[config.mk]
export PLATFORM = sky130hd
export DESIGN_NAME = weight_stream_dequantizer_unit
export DESIGN_NICKNAME = d
export VERILOG_FILES = /design/src/rtl/wsd_pkg.sv /design/src/rtl/wsd_front.sv /design/src/rtl/wsd_queue.sv /design/src/rtl/wsd_back.sv /design/src/rtl/weight_stream_dequantizer_unit.sv
export SDC_FILE = /design/constraint.sdc
export NUM_CORES = 2
export LEC_CHECK = 0
export ABC_AREA = 1
export BUFFER_PORTS_ARGS = -buffer_cell sky130_fd_sc_hd__buf_2
export CAP_MARGIN = 5
export CORE_MARGIN = 2
export CORE_UTILIZATION = 25
export DETAILED_ROUTE_END_ITERATION = 8
export PLACE_DENSITY_LB_ADDON = 0.05
export SYNTH_ARGS = -nofsm -noshare
export SYNTH_HDL_FRONTEND = slang
export SYNTH_HIERARCHICAL = 1
export SYNTH_SLANG_ARGS = --single-unit
[constraint.sdc]
create_clock -name clk -period 11.3 [get_ports clk]
set_input_delay 1.695 -clock clk [delete_from_list [all_inputs] [get_ports clk]]
set_output_delay 1.695 -clock clk [all_outputs]
set_load 0.01 [all_outputs]
[src/rtl/wsd_pkg.sv]
// Shared types and constants of the weight stream dequantizer.
package wsd_pkg;

    // Block layout of the signed byte format
    localparam int BLOCK_LEN = 32;
    localparam int POS_W     = $clog2(BLOCK_LEN + 3);

    // Item queue between the front and back parts
    localparam int QUEUE_DEPTH = 4;
    localparam int QPTR_W      = (QUEUE_DEPTH > 1) ? $clog2(QUEUE_DEPTH) : 1;
    localparam int QLVL_W      = $clog2(QUEUE_DEPTH + 1);

    // Configuration port
    localparam int CFG_INDEX_W = 2;
    localparam int CFG_DATA_W  = 16;

    localparam logic [CFG_INDEX_W-1:0] CFG_FORMAT = 2'd0;
    localparam logic [CFG_INDEX_W-1:0] CFG_ROWS   = 2'd1;
    localparam logic [CFG_INDEX_W-1:0] CFG_COLS   = 2'd2;

    // Weight formats
    localparam logic [1:0] FMT_SINGLE = 2'd0;
    localparam logic [1:0] FMT_HALF   = 2'd1;
    localparam logic [1:0] FMT_BLOCK  = 2'd2;

    // Single precision patterns
    localparam logic [31:0] SINGLE_INF = 32'h7f80_0000;
    localparam logic [31:0] QUIET_NAN  = 32'h7fc0_0000;
    localparam logic [31:0] QUIET_BIT  = 32'h0040_0000;

    // Work classes passed from the front to the back
    typedef enum logic [1:0] {
        OP_WORD,
        OP_HALF,
        OP_SCALE,
        OP_Q8
    } op_kind_t;

    typedef struct packed {
        op_kind_t    kind;
        logic [31:0] data;
        logic        last;
    } op_t;

endpackage

[src/rtl/wsd_front.sv]
// Front part: byte assembly, format decoding and element counting.
module wsd_front (
    input  logic                           clk,
    input  logic                           rst_n,
    input  logic                           cfg_wr_en,
    input  logic [wsd_pkg::CFG_INDEX_W-1:0] cfg_index,
    input  logic [wsd_pkg::CFG_DATA_W-1:0]  cfg_wdata,
    input  logic                           in_valid,
    input  logic [7:0]                     raw_byte,
    input  logic                           queue_full,
    output logic                           push,
    output wsd_pkg::op_t                   push_op
);
    import wsd_pkg::*;

    localparam logic [POS_W-1:0] POS_LAST = POS_W'(BLOCK_LEN + 1);

    logic [1:0]       fmt_reg, fmt_next;
    logic [15:0]      rows_reg, rows_next;
    logic [15:0]      cols_reg, cols_next;
    logic [31:0]      count_reg, count_next;
    logic [23:0]      gather_reg, gather_next;
    logic [1:0]       phase_reg, phase_next;
    logic [POS_W-1:0] pos_reg, pos_next;
    logic [31:0]      done_reg, done_next;

    logic        accept;
    logic        restart;
    logic        emit;
    logic [31:0] done_inc;
    logic        last;

    // Decode one item and update the stream position
    always_comb
    begin
        fmt_next    = fmt_reg;
        rows_next   = rows_reg;
        cols_next   = cols_reg;
        count_next  = count_reg;
        gather_next = gather_reg;
        phase_next  = phase_reg;
        pos_next    = pos_reg;
        done_next   = done_reg;
        push        = 1'b0;
        push_op     = '{kind: OP_WORD, data: 32'd0, last: 1'b0};
        restart     = 1'b0;
        emit        = 1'b0;
        accept      = in_valid && !queue_full;
        done_inc    = done_reg + 32'd1;
        last        = (done_inc == count_reg);

        if (cfg_wr_en)
        begin
            unique case (cfg_index)
                CFG_FORMAT:
                begin
                    fmt_next = cfg_wdata[1:0];
                    restart  = 1'b1;
                end
                CFG_ROWS:
                begin
                    rows_next  = cfg_wdata;
                    count_next = 32'(cfg_wdata) * 32'(cols_reg);
                    restart    = 1'b1;
                end
                CFG_COLS:
                begin
                    cols_next  = cfg_wdata;
                    count_next = 32'(rows_reg) * 32'(cfg_wdata);
                    restart    = 1'b1;
                end
                default:
                begin
                end
            endcase
        end
        else if (accept && (count_reg != 32'd0))
        begin
            unique case (fmt_reg)
                FMT_SINGLE:
                begin
                    if (phase_reg != 2'd3)
                    begin
                        unique case (phase_reg)
                            2'd0:    gather_next[7:0]   = raw_byte;
                            2'd1:    gather_next[15:8]  = raw_byte;
                            default: gather_next[23:16] = raw_byte;
                        endcase
                        phase_next = phase_reg + 2'd1;
                    end
                    else
                    begin
                        push         = 1'b1;
                        push_op.kind = OP_WORD;
                        push_op.data = {raw_byte, gather_reg};
                        gather_next  = 24'd0;
                        phase_next   = 2'd0;
                        emit         = 1'b1;
                    end
                end
                FMT_HALF:
                begin
                    if (phase_reg == 2'd0)
                    begin
                        gather_next = {16'd0, raw_byte};
                        phase_next  = 2'd1;
                    end
                    else
                    begin
                        push         = 1'b1;
                        push_op.kind = OP_HALF;
                        push_op.data = {16'd0, raw_byte, gather_reg[7:0]};
                        gather_next  = 24'd0;
                        phase_next   = 2'd0;
                        emit         = 1'b1;
                    end
                end
                FMT_BLOCK:
                begin
                    if (pos_reg == POS_W'(0))
                    begin
                        gather_next = {16'd0, raw_byte};
                        pos_next    = POS_W'(1);
                    end
                    else if (pos_reg == POS_W'(1))
                    begin
                        push         = 1'b1;
                        push_op.kind = OP_SCALE;
                        push_op.data = {16'd0, raw_byte, gather_reg[7:0]};
                        gather_next  = 24'd0;
                        pos_next     = POS_W'(2);
                    end
                    else
                    begin
                        push         = 1'b1;
                        push_op.kind = OP_Q8;
                        push_op.data = {24'd0, raw_byte};
                        pos_next     = (pos_reg == POS_LAST) ? POS_W'(0) : pos_reg + POS_W'(1);
                        emit         = 1'b1;
                    end
                end
                default:
                begin
                end
            endcase

            // Count the element and close the tensor on the last one
            if (emit)
            begin
                push_op.last = last;
                done_next    = last ? 32'd0 : done_inc;
                if (last)
                begin
                    pos_next    = POS_W'(0);
                    phase_next  = 2'd0;
                    gather_next = 24'd0;
                end
            end
        end

        // Drop the stream position on any register write
        if (restart)
        begin
            gather_next = 24'd0;
            phase_next  = 2'd0;
            pos_next    = POS_W'(0);
            done_next   = 32'd0;
        end
    end

    always_ff @(posedge clk or negedge rst_n)
    begin
        if (!rst_n)
        begin
            fmt_reg    <= FMT_SINGLE;
            rows_reg   <= 16'd0;
            cols_reg   <= 16'd0;
            count_reg  <= 32'd0;
            gather_reg <= 24'd0;
            phase_reg  <= 2'd0;
            pos_reg    <= POS_W'(0);
            done_reg   <= 32'd0;
        end
        else
        begin
            fmt_reg    <= fmt_next;
            rows_reg   <= rows_next;
            cols_reg   <= cols_next;
            count_reg  <= count_next;
            gather_reg <= gather_next;
            phase_reg  <= phase_next;
            pos_reg    <= pos_next;
            done_reg   <= done_next;
        end
    end

endmodule

[src/rtl/wsd_queue.sv]
// Short item queue between the front and back parts.
module wsd_queue (
    input  logic                      clk,
    input  logic                      rst_n,
    input  logic                      push,
    input  wsd_pkg::op_t              push_op,
    input  logic                      pop,
    output logic                      nonempty,
    output logic                      full,
    output logic [wsd_pkg::QLVL_W-1:0] level,
    output wsd_pkg::op_t              head_op
);
    import wsd_pkg::*;

    localparam logic [QPTR_W-1:0] PTR_LAST = QPTR_W'(QUEUE_DEPTH - 1);

    op_t               entry_reg [QUEUE_DEPTH];
    logic [QPTR_W-1:0] wr_ptr_reg, wr_ptr_next;
    logic [QPTR_W-1:0] rd_ptr_reg, rd_ptr_next;
    logic [QLVL_W-1:0] level_reg, level_next;

    assign nonempty = (level_reg != QLVL_W'(0));
    assign full     = (level_reg == QLVL_W'(QUEUE_DEPTH));
    assign level    = level_reg;
    assign head_op  = entry_reg[rd_ptr_reg];

    // Advance pointers and fill level
    always_comb
    begin
        wr_ptr_next = wr_ptr_reg;
        rd_ptr_next = rd_ptr_reg;
        level_next  = level_reg;
        if (push)
        begin
            wr_ptr_next = (wr_ptr_reg == PTR_LAST) ? QPTR_W'(0) : wr_ptr_reg + QPTR_W'(1);
        end
        if (pop)
        begin
            rd_ptr_next = (rd_ptr_reg == PTR_LAST) ? QPTR_W'(0) : rd_ptr_reg + QPTR_W'(1);
        end
        if (push && !pop)
        begin
            level_next = level_reg + QLVL_W'(1);
        end
        else if (pop && !push)
        begin
            level_next = level_reg - QLVL_W'(1);
        end
    end

    always_ff @(posedge clk or negedge rst_n)
    begin
        if (!rst_n)
        begin
            wr_ptr_reg <= QPTR_W'(0);
            rd_ptr_reg <= QPTR_W'(0);
            level_reg  <= QLVL_W'(0);
        end
        else
        begin
            wr_ptr_reg <= wr_ptr_next;
            rd_ptr_reg <= rd_ptr_next;
            level_reg  <= level_next;
        end
    end

    // Store the incoming item
    always_ff @(posedge clk)
    begin
        if (push)
        begin
            entry_reg[wr_ptr_reg] <= push_op;
        end
    end

endmodule

[src/rtl/wsd_back.sv]
// Back part: half conversion, block step, product rounding and output register.
module wsd_back (
    input  logic         clk,
    input  logic         rst_n,
    input  logic         op_valid,
    input  wsd_pkg::op_t op_in,
    output logic         pop,
    output logic         out_valid,
    input  logic         out_stall,
    output logic [31:0]  value_bits,
    output logic         end_of_tensor
);
    import wsd_pkg::*;

    // Exact half to single conversion
    function automatic logic [31:0] half_to_single(input logic [15:0] h);
        logic        s;
        logic [4:0]  ex;
        logic [9:0]  man;
        logic [3:0]  p;
        logic [22:0] frac;
        logic [31:0] r;
        s   = h[15];
        ex  = h[14:10];
        man = h[9:0];
        p   = 4'd0;
        for (int i = 0; i < 10; i++)
        begin
            if (man[i])
            begin
                p = 4'(i);
            end
        end
        frac = 23'({13'd0, man} << (5'd23 - {1'b0, p}));
        if (ex == 5'h1f)
        begin
            r = {s, 8'hff, man, 13'd0};
        end
        else if (ex == 5'd0)
        begin
            if (man == 10'd0)
            begin
                r = {s, 31'd0};
            end
            else
            begin
                r = {s, 8'(p) + 8'd103, frac};
            end
        end
        else
        begin
            r = {s, 8'(ex) + 8'd112, man, 13'd0};
        end
        return r;
    endfunction

    // Scale divided by 127, rounded to nearest even; the quotient digits of
    // r/127 repeat the seven bits of r, so no divider is needed
    function automatic logic [31:0] scale_step(input logic [31:0] x);
        logic [10:0] m;
        logic [3:0]  h;
        logic [6:0]  l;
        logic [7:0]  t;
        logic        carry;
        logic [6:0]  r;
        logic [4:0]  a;
        logic [32:0] q;
        logic [23:0] sig;
        logic        g;
        logic        st;
        logic [7:0]  ex;
        logic [30:0] mag;
        logic [31:0] res;
        m     = {1'b1, x[22:13]};
        h     = m[10:7];
        l     = m[6:0];
        t     = {4'd0, h} + {1'b0, l};
        carry = (t >= 8'd127);
        r     = carry ? 7'(t - 8'd127) : t[6:0];
        a     = {1'b0, h} + {4'd0, carry};
        q     = {a, r, r, r, r};
        if (a[4])
        begin
            sig = q[32:9];
            g   = q[8];
            st  = (|q[7:0]) | (r != 7'd0);
            ex  = x[30:23] - 8'd6;
        end
        else
        begin
            sig = q[31:8];
            g   = q[7];
            st  = (|q[6:0]) | (r != 7'd0);
            ex  = x[30:23] - 8'd7;
        end
        mag = {ex, sig[22:0]} + 31'(g & (st | sig[0]));
        if (x[30:0] > SINGLE_INF[30:0])
        begin
            res = x | QUIET_BIT;
        end
        else if ((x[30:23] == 8'hff) || (x[30:0] == 31'd0))
        begin
            res = x;
        end
        else
        begin
            res = {x[31], mag};
        end
        return res;
    endfunction

    logic adv;

    logic        s1_valid_reg, s1_valid_next;
    op_kind_t    s1_kind_reg;
    logic [31:0] s1_data_reg;
    logic        s1_last_reg;
    logic [31:0] s1_data_next;

    logic [31:0] step_reg, step_next;

    logic        s2_valid_reg, s2_valid_next;
    logic        s2_direct_reg, s2_direct_next;
    logic [31:0] s2_word_reg, s2_word_next;
    logic [31:0] s2_prod_reg, s2_prod_next;
    logic [7:0]  s2_exp_reg;
    logic        s2_sign_reg, s2_sign_next;
    logic        s2_last_reg;

    logic        out_valid_reg, out_valid_next;
    logic [31:0] value_reg, value_next;
    logic        last_reg;

    logic [7:0]  byte_val;
    logic [7:0]  byte_mag;
    logic        st_nan;
    logic        st_inf;
    logic        st_zero;

    logic [4:0]  lead;
    logic [31:0] prod_norm;
    logic [7:0]  prod_exp;
    logic [30:0] prod_mag;

    // Move the whole pipeline unless a held result blocks the output
    assign adv           = !out_valid_reg || !out_stall;
    assign pop           = adv && op_valid;
    assign out_valid     = out_valid_reg;
    assign value_bits    = value_reg;
    assign end_of_tensor = last_reg;

    // Stage one: convert half words on entry
    always_comb
    begin
        s1_valid_next = op_valid;
        if ((op_in.kind == OP_HALF) || (op_in.kind == OP_SCALE))
        begin
            s1_data_next = half_to_single(op_in.data[15:0]);
        end
        else
        begin
            s1_data_next = op_in.data;
        end
    end

    // Stage two: take the block step, multiply and settle special operands
    always_comb
    begin
        byte_val       = s1_data_reg[7:0];
        byte_mag       = byte_val[7] ? 8'(~byte_val + 8'd1) : byte_val;
        st_nan         = (step_reg[30:0] > SINGLE_INF[30:0]);
        st_inf         = (step_reg[30:0] == SINGLE_INF[30:0]);
        st_zero        = (step_reg[30:0] == 31'd0);
        s2_sign_next   = step_reg[31] ^ byte_val[7];
        s2_prod_next   = {24'd0, byte_mag} * {8'd0, 1'b1, step_reg[22:0]};
        s2_valid_next  = s1_valid_reg && (s1_kind_reg != OP_SCALE);
        s2_direct_next = 1'b1;
        s2_word_next   = s1_data_reg;
        step_next      = step_reg;

        if (adv && s1_valid_reg && (s1_kind_reg == OP_SCALE))
        begin
            step_next = scale_step(s1_data_reg);
        end

        if (s1_kind_reg == OP_Q8)
        begin
            if (st_nan)
            begin
                s2_word_next = step_reg;
            end
            else if (st_inf && (byte_val == 8'd0))
            begin
                s2_word_next = QUIET_NAN;
            end
            else if (st_inf)
            begin
                s2_word_next = {s2_sign_next, SINGLE_INF[30:0]};
            end
            else if (st_zero || (byte_val == 8'd0))
            begin
                s2_word_next = {s2_sign_next, 31'd0};
            end
            else
            begin
                s2_direct_next = 1'b0;
            end
        end
    end

    // Stage three: normalise and round the product
    always_comb
    begin
        lead = 5'd23;
        for (int i = 23; i < 32; i++)
        begin
            if (s2_prod_reg[i])
            begin
                lead = 5'(i);
            end
        end
        prod_norm = s2_prod_reg << (5'd31 - lead);
        prod_exp  = s2_exp_reg + 8'(lead) - 8'd23;
        prod_mag  = {prod_exp, prod_norm[30:8]}
                  + 31'(prod_norm[7] & ((|prod_norm[6:0]) | prod_norm[8]));
        out_valid_next = s2_valid_reg;
        value_next     = s2_direct_reg ? s2_word_reg : {s2_sign_reg, prod_mag};
    end

    always_ff @(posedge clk or negedge rst_n)
    begin
        if (!rst_n)
        begin
            s1_valid_reg  <= 1'b0;
            s2_valid_reg  <= 1'b0;
            out_valid_reg <= 1'b0;
            step_reg      <= 32'd0;
        end
        else
        begin
            step_reg <= step_next;
            if (adv)
            begin
                s1_valid_reg  <= s1_valid_next;
                s2_valid_reg  <= s2_valid_next;
                out_valid_reg <= out_valid_next;
            end
        end
    end

    // Advance the payload of every stage together
    always_ff @(posedge clk)
    begin
        if (adv)
        begin
            s1_kind_reg   <= op_in.kind;
            s1_data_reg   <= s1_data_next;
            s1_last_reg   <= op_in.last;
            s2_direct_reg <= s2_direct_next;
            s2_word_reg   <= s2_word_next;
            s2_prod_reg   <= s2_prod_next;
            s2_exp_reg    <= step_reg[30:23];
            s2_sign_reg   <= s2_sign_next;
            s2_last_reg   <= s1_last_reg;
            value_reg     <= value_next;
            last_reg      <= s2_last_reg;
        end
    end

endmodule

[src/rtl/weight_stream_dequantizer_unit.sv]
// Weight stream dequantizer: packed weight bytes in, single precision words out,
// one byte taken per clock with up to one word per clock, stalls on either side
// allowed. The byte that completes an element is written into the four-item queue
// at the edge that takes it and is popped from there into three pipeline stages
// (half conversion, block step and multiply, normalise and round) whenever the
// back part advances, which it does unless a held word is stalled at the output.
// The rate is set by the byte port: the multiply and rounding stages each handle
// one element per cycle while the output is not stalled. Register writes restart
// the stream and are meant to be made while no item is in flight.
module weight_stream_dequantizer_unit (
    input  logic                           clk,
    input  logic                           rst_n,
    input  logic                           cfg_wr_en,
    input  logic [wsd_pkg::CFG_INDEX_W-1:0] cfg_index,
    input  logic [wsd_pkg::CFG_DATA_W-1:0]  cfg_wdata,
    input  logic                           in_valid,
    output logic                           in_stall,
    input  logic [7:0]                     raw_byte,
    output logic                           out_valid,
    input  logic                           out_stall,
    output logic [31:0]                    value_bits,
    output logic                           end_of_tensor
);
    import wsd_pkg::*;

    logic              q_push;
    op_t               q_push_op;
    logic              q_pop;
    logic              q_nonempty;
    logic              q_full;
    logic [QLVL_W-1:0] q_level;
    op_t               q_head_op;

    // Hold off the byte port while the queue is full
    assign in_stall = q_full;

    wsd_front u_front (
        .clk        (clk),
        .rst_n      (rst_n),
        .cfg_wr_en  (cfg_wr_en),
        .cfg_index  (cfg_index),
        .cfg_wdata  (cfg_wdata),
        .in_valid   (in_valid),
        .raw_byte   (raw_byte),
        .queue_full (q_full),
        .push       (q_push),
        .push_op    (q_push_op)
    );

    wsd_queue u_queue (
        .clk      (clk),
        .rst_n    (rst_n),
        .push     (q_push),
        .push_op  (q_push_op),
        .pop      (q_pop),
        .nonempty (q_nonempty),
        .full     (q_full),
        .level    (q_level),
        .head_op  (q_head_op)
    );

    wsd_back u_back (
        .clk           (clk),
        .rst_n         (rst_n),
        .op_valid      (q_nonempty),
        .op_in         (q_head_op),
        .pop           (q_pop),
        .out_valid     (out_valid),
        .out_stall     (out_stall),
        .value_bits    (value_bits),
        .end_of_tensor (end_of_tensor)
    );

    // The front never writes into a full queue
    a_no_push_full: assert property (@(posedge clk) disable iff (!rst_n)
        q_push |-> !q_full)
        else $error("item pushed into full queue");

    // The back never pops an empty queue
    a_no_pop_empty: assert property (@(posedge clk) disable iff (!rst_n)
        q_pop |-> q_nonempty)
        else $error("item popped from empty queue");

    // Fill level stays within the queue depth
    a_level_bound: assert property (@(posedge clk) disable iff (!rst_n)
        q_level <= QLVL_W'(QUEUE_DEPTH))
        else $error("queue level beyond depth");

    // A lone push raises the fill level by one
    a_level_step: assert property (@(posedge clk) disable iff (!rst_n)
        (q_push && !q_pop) |=> (q_level == $past(q_level) + QLVL_W'(1)))
        else $error("queue level did not follow push");

endmodule

After elaboration in Yosys (flattened, before gate mapping):

Memories as Yosys holds them, arrays and structs flattened.
Cells that the tools add are included.

* flip-flop bits (word level): 315
* latch bits: 0
* bits in writable memories: 140
* bits in read-only memories: 0
* bits of input ports: 31
* output and inout port bits: 35
* word-level logic and storage cells: 233
* memories kept: 1

* $add $sub $neg: 21
* $mul: 3
* div/mod/pow operators: 0
* order comparisons: 3
* eq/ne operators: 21
* shifts and indexed selects: 2
* multiplexer cells: 103
* bitwise logic cells: 8
* reduce and logical (&&, ||, !) cells: 45

Memories
* u_queue.entry_reg: depth 4, width 35, rd ports 1, clocked after Yosys merged registers in 0, write ports 1, RTL line wsd_queue.sv:17 `op_t entry_reg [QUEUE_DEPTH];`

Operators by type and width (count)
* two-way mux 32 bit: 13
* two-way mux 24 bit: 8
* two-way mux 31 bit: 5
* one-hot mux 34 bit (3 select lines): 1
* one-hot mux 24 bit (3 select lines): 1
* two-way mux 35 bit: 2
* two-way mux 33 bit: 2
* multiplier 16 x 16 -> 32 bit: 2
* one-hot mux 32 bit (2 select lines): 1
* adder 31 bit: 2
* AND 1 x 31 -> 31 bit: 2
* greater-than comparator 31 bit, second input constant: 2
* zero test 31 bit: 2
* two-way mux 8 bit: 7
* two-way mux 6 bit: 9
* two-way mux 23 bit: 2
* two-way mux 4 bit: 11
* two-way mux 34 bit: 1
* adder 32 x 1 -> 32 bit, second input constant: 1
* equality test 32 bit: 1
* multiplier 8 x 24 -> 32 bit: 1
* nonzero test 32 bit: 1
* << shifter 32 x 5 -> 31 bit: 1
* equality test 31 bit, second input constant: 1
* other kinds (53): 127

Logic depth before layout (Yosys ltp):

An unclocked memory read counts as a cell.

* depth in word-level cells: 17
* gate-level depth with buffers: 36
* depth with buffers taken out: 35

By module:

Netlist, hierarchy kept.

By module, submodules not included
* wsd_front: times used 1, cells each 3767, area each 26327.8 um^2, seq. area each 3253.1 um^2
* wsd_back: times used 1, cells each 2412, area each 17967.2 um^2, seq. area each 5170.0 um^2
* wsd_queue: times used 1, cells each 461, area each 6012.0 um^2, seq. area each 4379.2 um^2

Worst setup path after synthesis:

Ideal clock, no wire load.

* path kind: input -> register
* start point: input cfg_wdata[7] in the netlist's numbering
* end point: register u_front.count_reg[21]
* setup time: 0.117 ns
* arrival time: 6.726 ns
* required time: 11.183 ns
* slack: 4.457 ns
* stages: 27
* buffers on the path: 2
* cells stage by stage: clkbuf_1 -> clkbuf_1 -> nand2_1 -> fa_1 -> inv_1 -> fa_1 -> inv_1 -> fa_1 -> inv_1 -> fa_1 -> fa_1 -> inv_1 -> fa_1 -> inv_1 -> ha_1 -> nand2_1 -> nand2_1 -> a31oi_1 -> o21ai_0 -> a21oi_1 -> nor2_1 -> nor2_1 -> nand2_1 -> nand3_1 -> nand2_1 -> nand2_1 -> nand2_1

* word-level cells in the longest chain between the ends: 2
* elaborated cells on any way between the ends: 3
* classes of those cells: 2 x mul; 1 x mux

Ends and longest elaborated chain
* start, declared: RTL line weight_stream_dequantizer_unit.sv:15 `input logic [wsd_pkg::CFG_DATA_W-1:0] cfg_wdata,`
* multiplier 16 x 16 -> 32 bit, on equally long branches: RTL line wsd_front.sv:69, wsd_front.sv:63
* one-hot mux 32 bit (2 select lines) (*): RTL line wsd_front.sv:54 `unique case (cfg_index)`
* end signal, assigned: RTL line wsd_front.sv:189 `count_reg <= count_next;`
* end, declared: RTL line wsd_front.sv:21 `logic [31:0] count_reg, count_next;`

Mark *: on every way between the ends. The rest lies on a longest branch, timed or not.
A chain may end at the register's enable or synchronous reset.

Final worst setup path:

* start point: register u_back.s1_data_reg[0]
* end point: register u_back.s2_prod_reg[26] (data pin)

* word-level cells in the longest chain between the ends: 4

Ends and longest elaborated chain
* start, declared: RTL line wsd_back.sv:116 `logic [31:0] s1_data_reg;`
* start signal, assigned: RTL line wsd_back.sv:257 `s1_data_reg <= s1_data_next;`
* NOT 8 bit: RTL line wsd_back.sv:170 `byte_mag = byte_val[7] ? 8'(~byte_val + 8'd1) : byte_val;`
* adder 8 x 1 -> 8 bit: RTL line wsd_back.sv:170
* two-way mux 8 bit (*): RTL line wsd_back.sv:170
* multiplier 8 x 24 -> 32 bit (*): RTL line wsd_back.sv:175 `s2_prod_next = {24'd0, byte_mag} * {8'd0, 1'b1, step_reg[22:0]};`
* via u_back.s2_prod_next[26]: RTL line wsd_back.sv:125 `logic [31:0] s2_prod_reg, s2_prod_next;`
* end signal, assigned: RTL line wsd_back.sv:261 `s2_prod_reg <= s2_prod_next;`
* end, declared: RTL line wsd_back.sv:125

Mark *: on every way through the listed nets, which the timed path passes. The rest lies on a longest branch.

==> results_dict.tcl <==
set metrics [dict create \
    syn_area_per_cell_sq_um 7.58 \
    cts_resized 0 \
    die_y_um 453 \
    period_minus_slack_ns 7.71 \
    reg2reg_depth 31 \
    tns_ns 0 \
    gp_routability_congestion 0.872 \
    setup_viol 0 \
    ys_seq_area_frac 0.254 \
    cts_tree "yes" \
    holdBufCountCts 0 \
    clock_latency_ns 0.72 \
    synth_top_flop_cell "edfxtp_1" \
    pin_count 66 \
    slew_viol_final 0 \
    cp_slowest_cell "clkinv_1" \
    synth.net_count 7495 \
    worstReg2RegEnd "u_back/s2_prod_reg[26]" \
    grt_overflow_total 0 \
    largest_reg_flops 140 \
    r2r-start "u_back/s1_data_reg[0]" \
    routed-via-count 41400 \
    finalCritPeriodShare 0.682 \
    antenna_found_initial 3 \
    slew_headroom 0.230 \
    drive_gt1_frac 0.0463 \
    nNetsFinal 7407 \
    first_iter_violations 2477 \
    synth_cells 6640 \
    hp-start "u_back/s2_last_reg" \
    fmax_mhz 130 \
    worstMarginPinSlew_ns 1.15 \
    post-cts-setup-buffers 0 \
    whs_path_depth 0 \
    yosysWarnings 6 \
    max-clock-path-buffers 3 \
    status "completed" \
    wirelength_mm 180 \
    std_cell_rows 164 \
    drtPass1Iterations 6 \
    grt_start_max_net_pins 62 \
    synthArstFlopShare 0.378 \
    start_util 0.252 \
    worst_setup_path_start_kind "register" \
    path_max_fanout 26 \
    clk_pin_slew_ns 0.06 \
    die_w_um 453 \
    io_buffers 65 \
    slowest_delay_ns 0.62 \
    coreArea_sq_um 200000 \
    reg2reg_slack_ns 3.59 \
    numCtsBuffers 59 \
    yosys_register_bits 455 \
    area_delta_synth_final_pct 9.87 \
    critPathKind "reg -> reg" \
    rsz0062_at_grt "false" \
    end_kind "register" \
    viasPerCell 4.47 \
    skew_ns 0.0361 \
    crit_required_ns 11.82 \
    crit_arrival_ns 8.23 \
    dieArea_sq_um 205000 \
    min_to "u_back/end_of_tensor" \
    drc_errors 0 \
    antenna_left 0 \
    hpwl_mm 138 \
    holdCritPathClass "reg -> reg" \
    synth_area_sq_um 50300 \
    crit_path_frequent_cell "inv_1" \
    wl_per_cell_um 19.4 \
    clockRootBuffer "clkbuf_16" \
    track_usage 0.176 \
    hold_viol_final 0 \
    synth_edf_count 283 \
    yosysUniqueCellTypes 62 \
    clock-sinks 455 \
    cts_max_level 2 \
    grt_pass1_vias 42600 \
    max_cap_violations 0 \
    grt_pass1_wl_mm 276 \
]
worst max-delay path by stage:
stage,from,end
after floorplan,cfg_wdata[7],u_front/count_reg[21]
after global placement,cfg_wdata[9],u_front/count_reg[15]
after detailed placement,cfg_wdata[2],u_front/count_reg[15]
after CTS,u_back/s1_data_reg[0],u_back/s2_prod_reg[26]
after global routing,u_back/s1_data_reg[0],u_back/s2_prod_reg[26]
final,u_back/s1_data_reg[0],u_back/s2_prod_reg[26]
cells by family after synthesis:
logic type,count (synthesis),synth area share
and+or+nand+nor,2942,0.242
buffers and inverters,1661,0.128
adders and majority gates,824,0.283
AOI/OAI and AO/OA,678,0.0784
DFF,455,0.254
xor gates and xnor gates,78,0.0140
muxes,2,0.000398
layout make-up:
cell class                 count  area (sq um)
inverter                    1396          5250
clock buffer                  72          1590
antenna                        1          2.50
fill                       21900        145000
multi-input combinational   4524         31100
clock inverter                39           489
sequential                   455         12800
timing repair buffer         116           718
tap                         2656          3320
synthesized netlist by cell type (5+ instances only):
library cell	count	area share
nor4_1	24	0.0030
o21ai_0	232	0.023
a21oi_1	191	0.019
o21ai_1	20	0.0020
nor2_1	503	0.038
nor2_4	11	0.0025
clkbuf_1	203	0.015
buf_6	15	0.0034
o22ai_1	28	0.0035
a21boi_0	5	0.00075
and2_1	6	0.00075
nand2_4	7	0.0016
buf_4	7	0.0010
ha_1	301	0.075
nand3_2	6	0.0012
a31oi_1	35	0.0044
nand2_1	1847	0.14
xnor2_1	23	0.0040
buf_2	38	0.0038
or2_2	7	0.00087
a21o_1	10	0.0015
a211oi_1	5	0.00075
clkinv_1	6	0.00045
inv_2	14	0.0010
edfxtp_1	283	0.17
o211ai_1	80	0.012
a22oi_1	25	0.0037
a32oi_1	8	0.0014
inv_1	1375	0.10
fa_1	523	0.21
nand3b_1	16	0.0024
xor2_1	53	0.0092
nor3_1	72	0.0072
o21bai_1	18	0.0027
o21a_1	9	0.0013
nor2_2	19	0.0024
nand4_1	42	0.0052
dfrtp_1	172	0.086
nand3_1	354	0.035
nand2_2	18	0.0022
per-layer routing:
metal  GRT usage  vias up  part of all wire
li1            -    20300                 -
met1       0.261    20300              0.51
met2       0.279      688              0.44
met3      0.0153      143             0.031
met4      0.0340        0             0.018
met5           0        -                 0
metrics by stage:
step | setup WS (ns) | hold slack, ns | cells | area (sq um) | util
CTS | 3.55 | 0.441 | 9258 | 55300 | 0.277
finish | 3.59 | 0.437 | 9259 | 55300 | 0.277
floorplan | 4.46 | 0.400 | 6640 | 50300 | -
detailed placement | 3.20 | 0.426 | 9147 | 53200 | 0.266
global route | 2.94 | 0.450 | 9258 | 55300 | 0.277
global placement | 3.26 | 0.415 | 9147 | 53200 | 0.266
cell usage in the layout, fill, tap and decap left out, types with 10 or more instances in the layout:
master     synthesis  routed
buf_4              7      51
nand2_1         1847    1846
o21ai_0          232     232
nor3_1            72      72
a22oi_1           25      25
o21bai_1          18      18
clkbuf_16          0      59
dfrtp_1          172     172
nor4_1            24      24
nand2_2           18      18
inv_2             14      13
o21ai_1           20      20
nand3_1          354     354
a31oi_1           35      35
xor2_1            53      53
nor2_4            11      13
buf_2             38      64
ha_1             301     301
a21o_1            10      10
xnor2_1           23      23
nand4_1           42      42
inv_1           1375    1375
nor2_2            19      20
fa_1             523     523
nor2_1           503     500
o22ai_1           28      28
a21oi_1          191     191
o211ai_1          80      80
clkinv_1           6      19
edfxtp_1         283     283
nand3b_1          16      16
worst max-delay path: cells and delay by family, from the launching register on:
family	cells	cell delay (ns)
fa+ha+maj	6	2.62
buf+inv	9	1.40
xor+xnor	1	0.21
flops	1	0.35
compound gates	6	1.74
simple gates	9	1.18
Power is left out: the tool's default activity adds up to more than one toggle a clock period on the data nets, which glitch-free logic cannot reach.
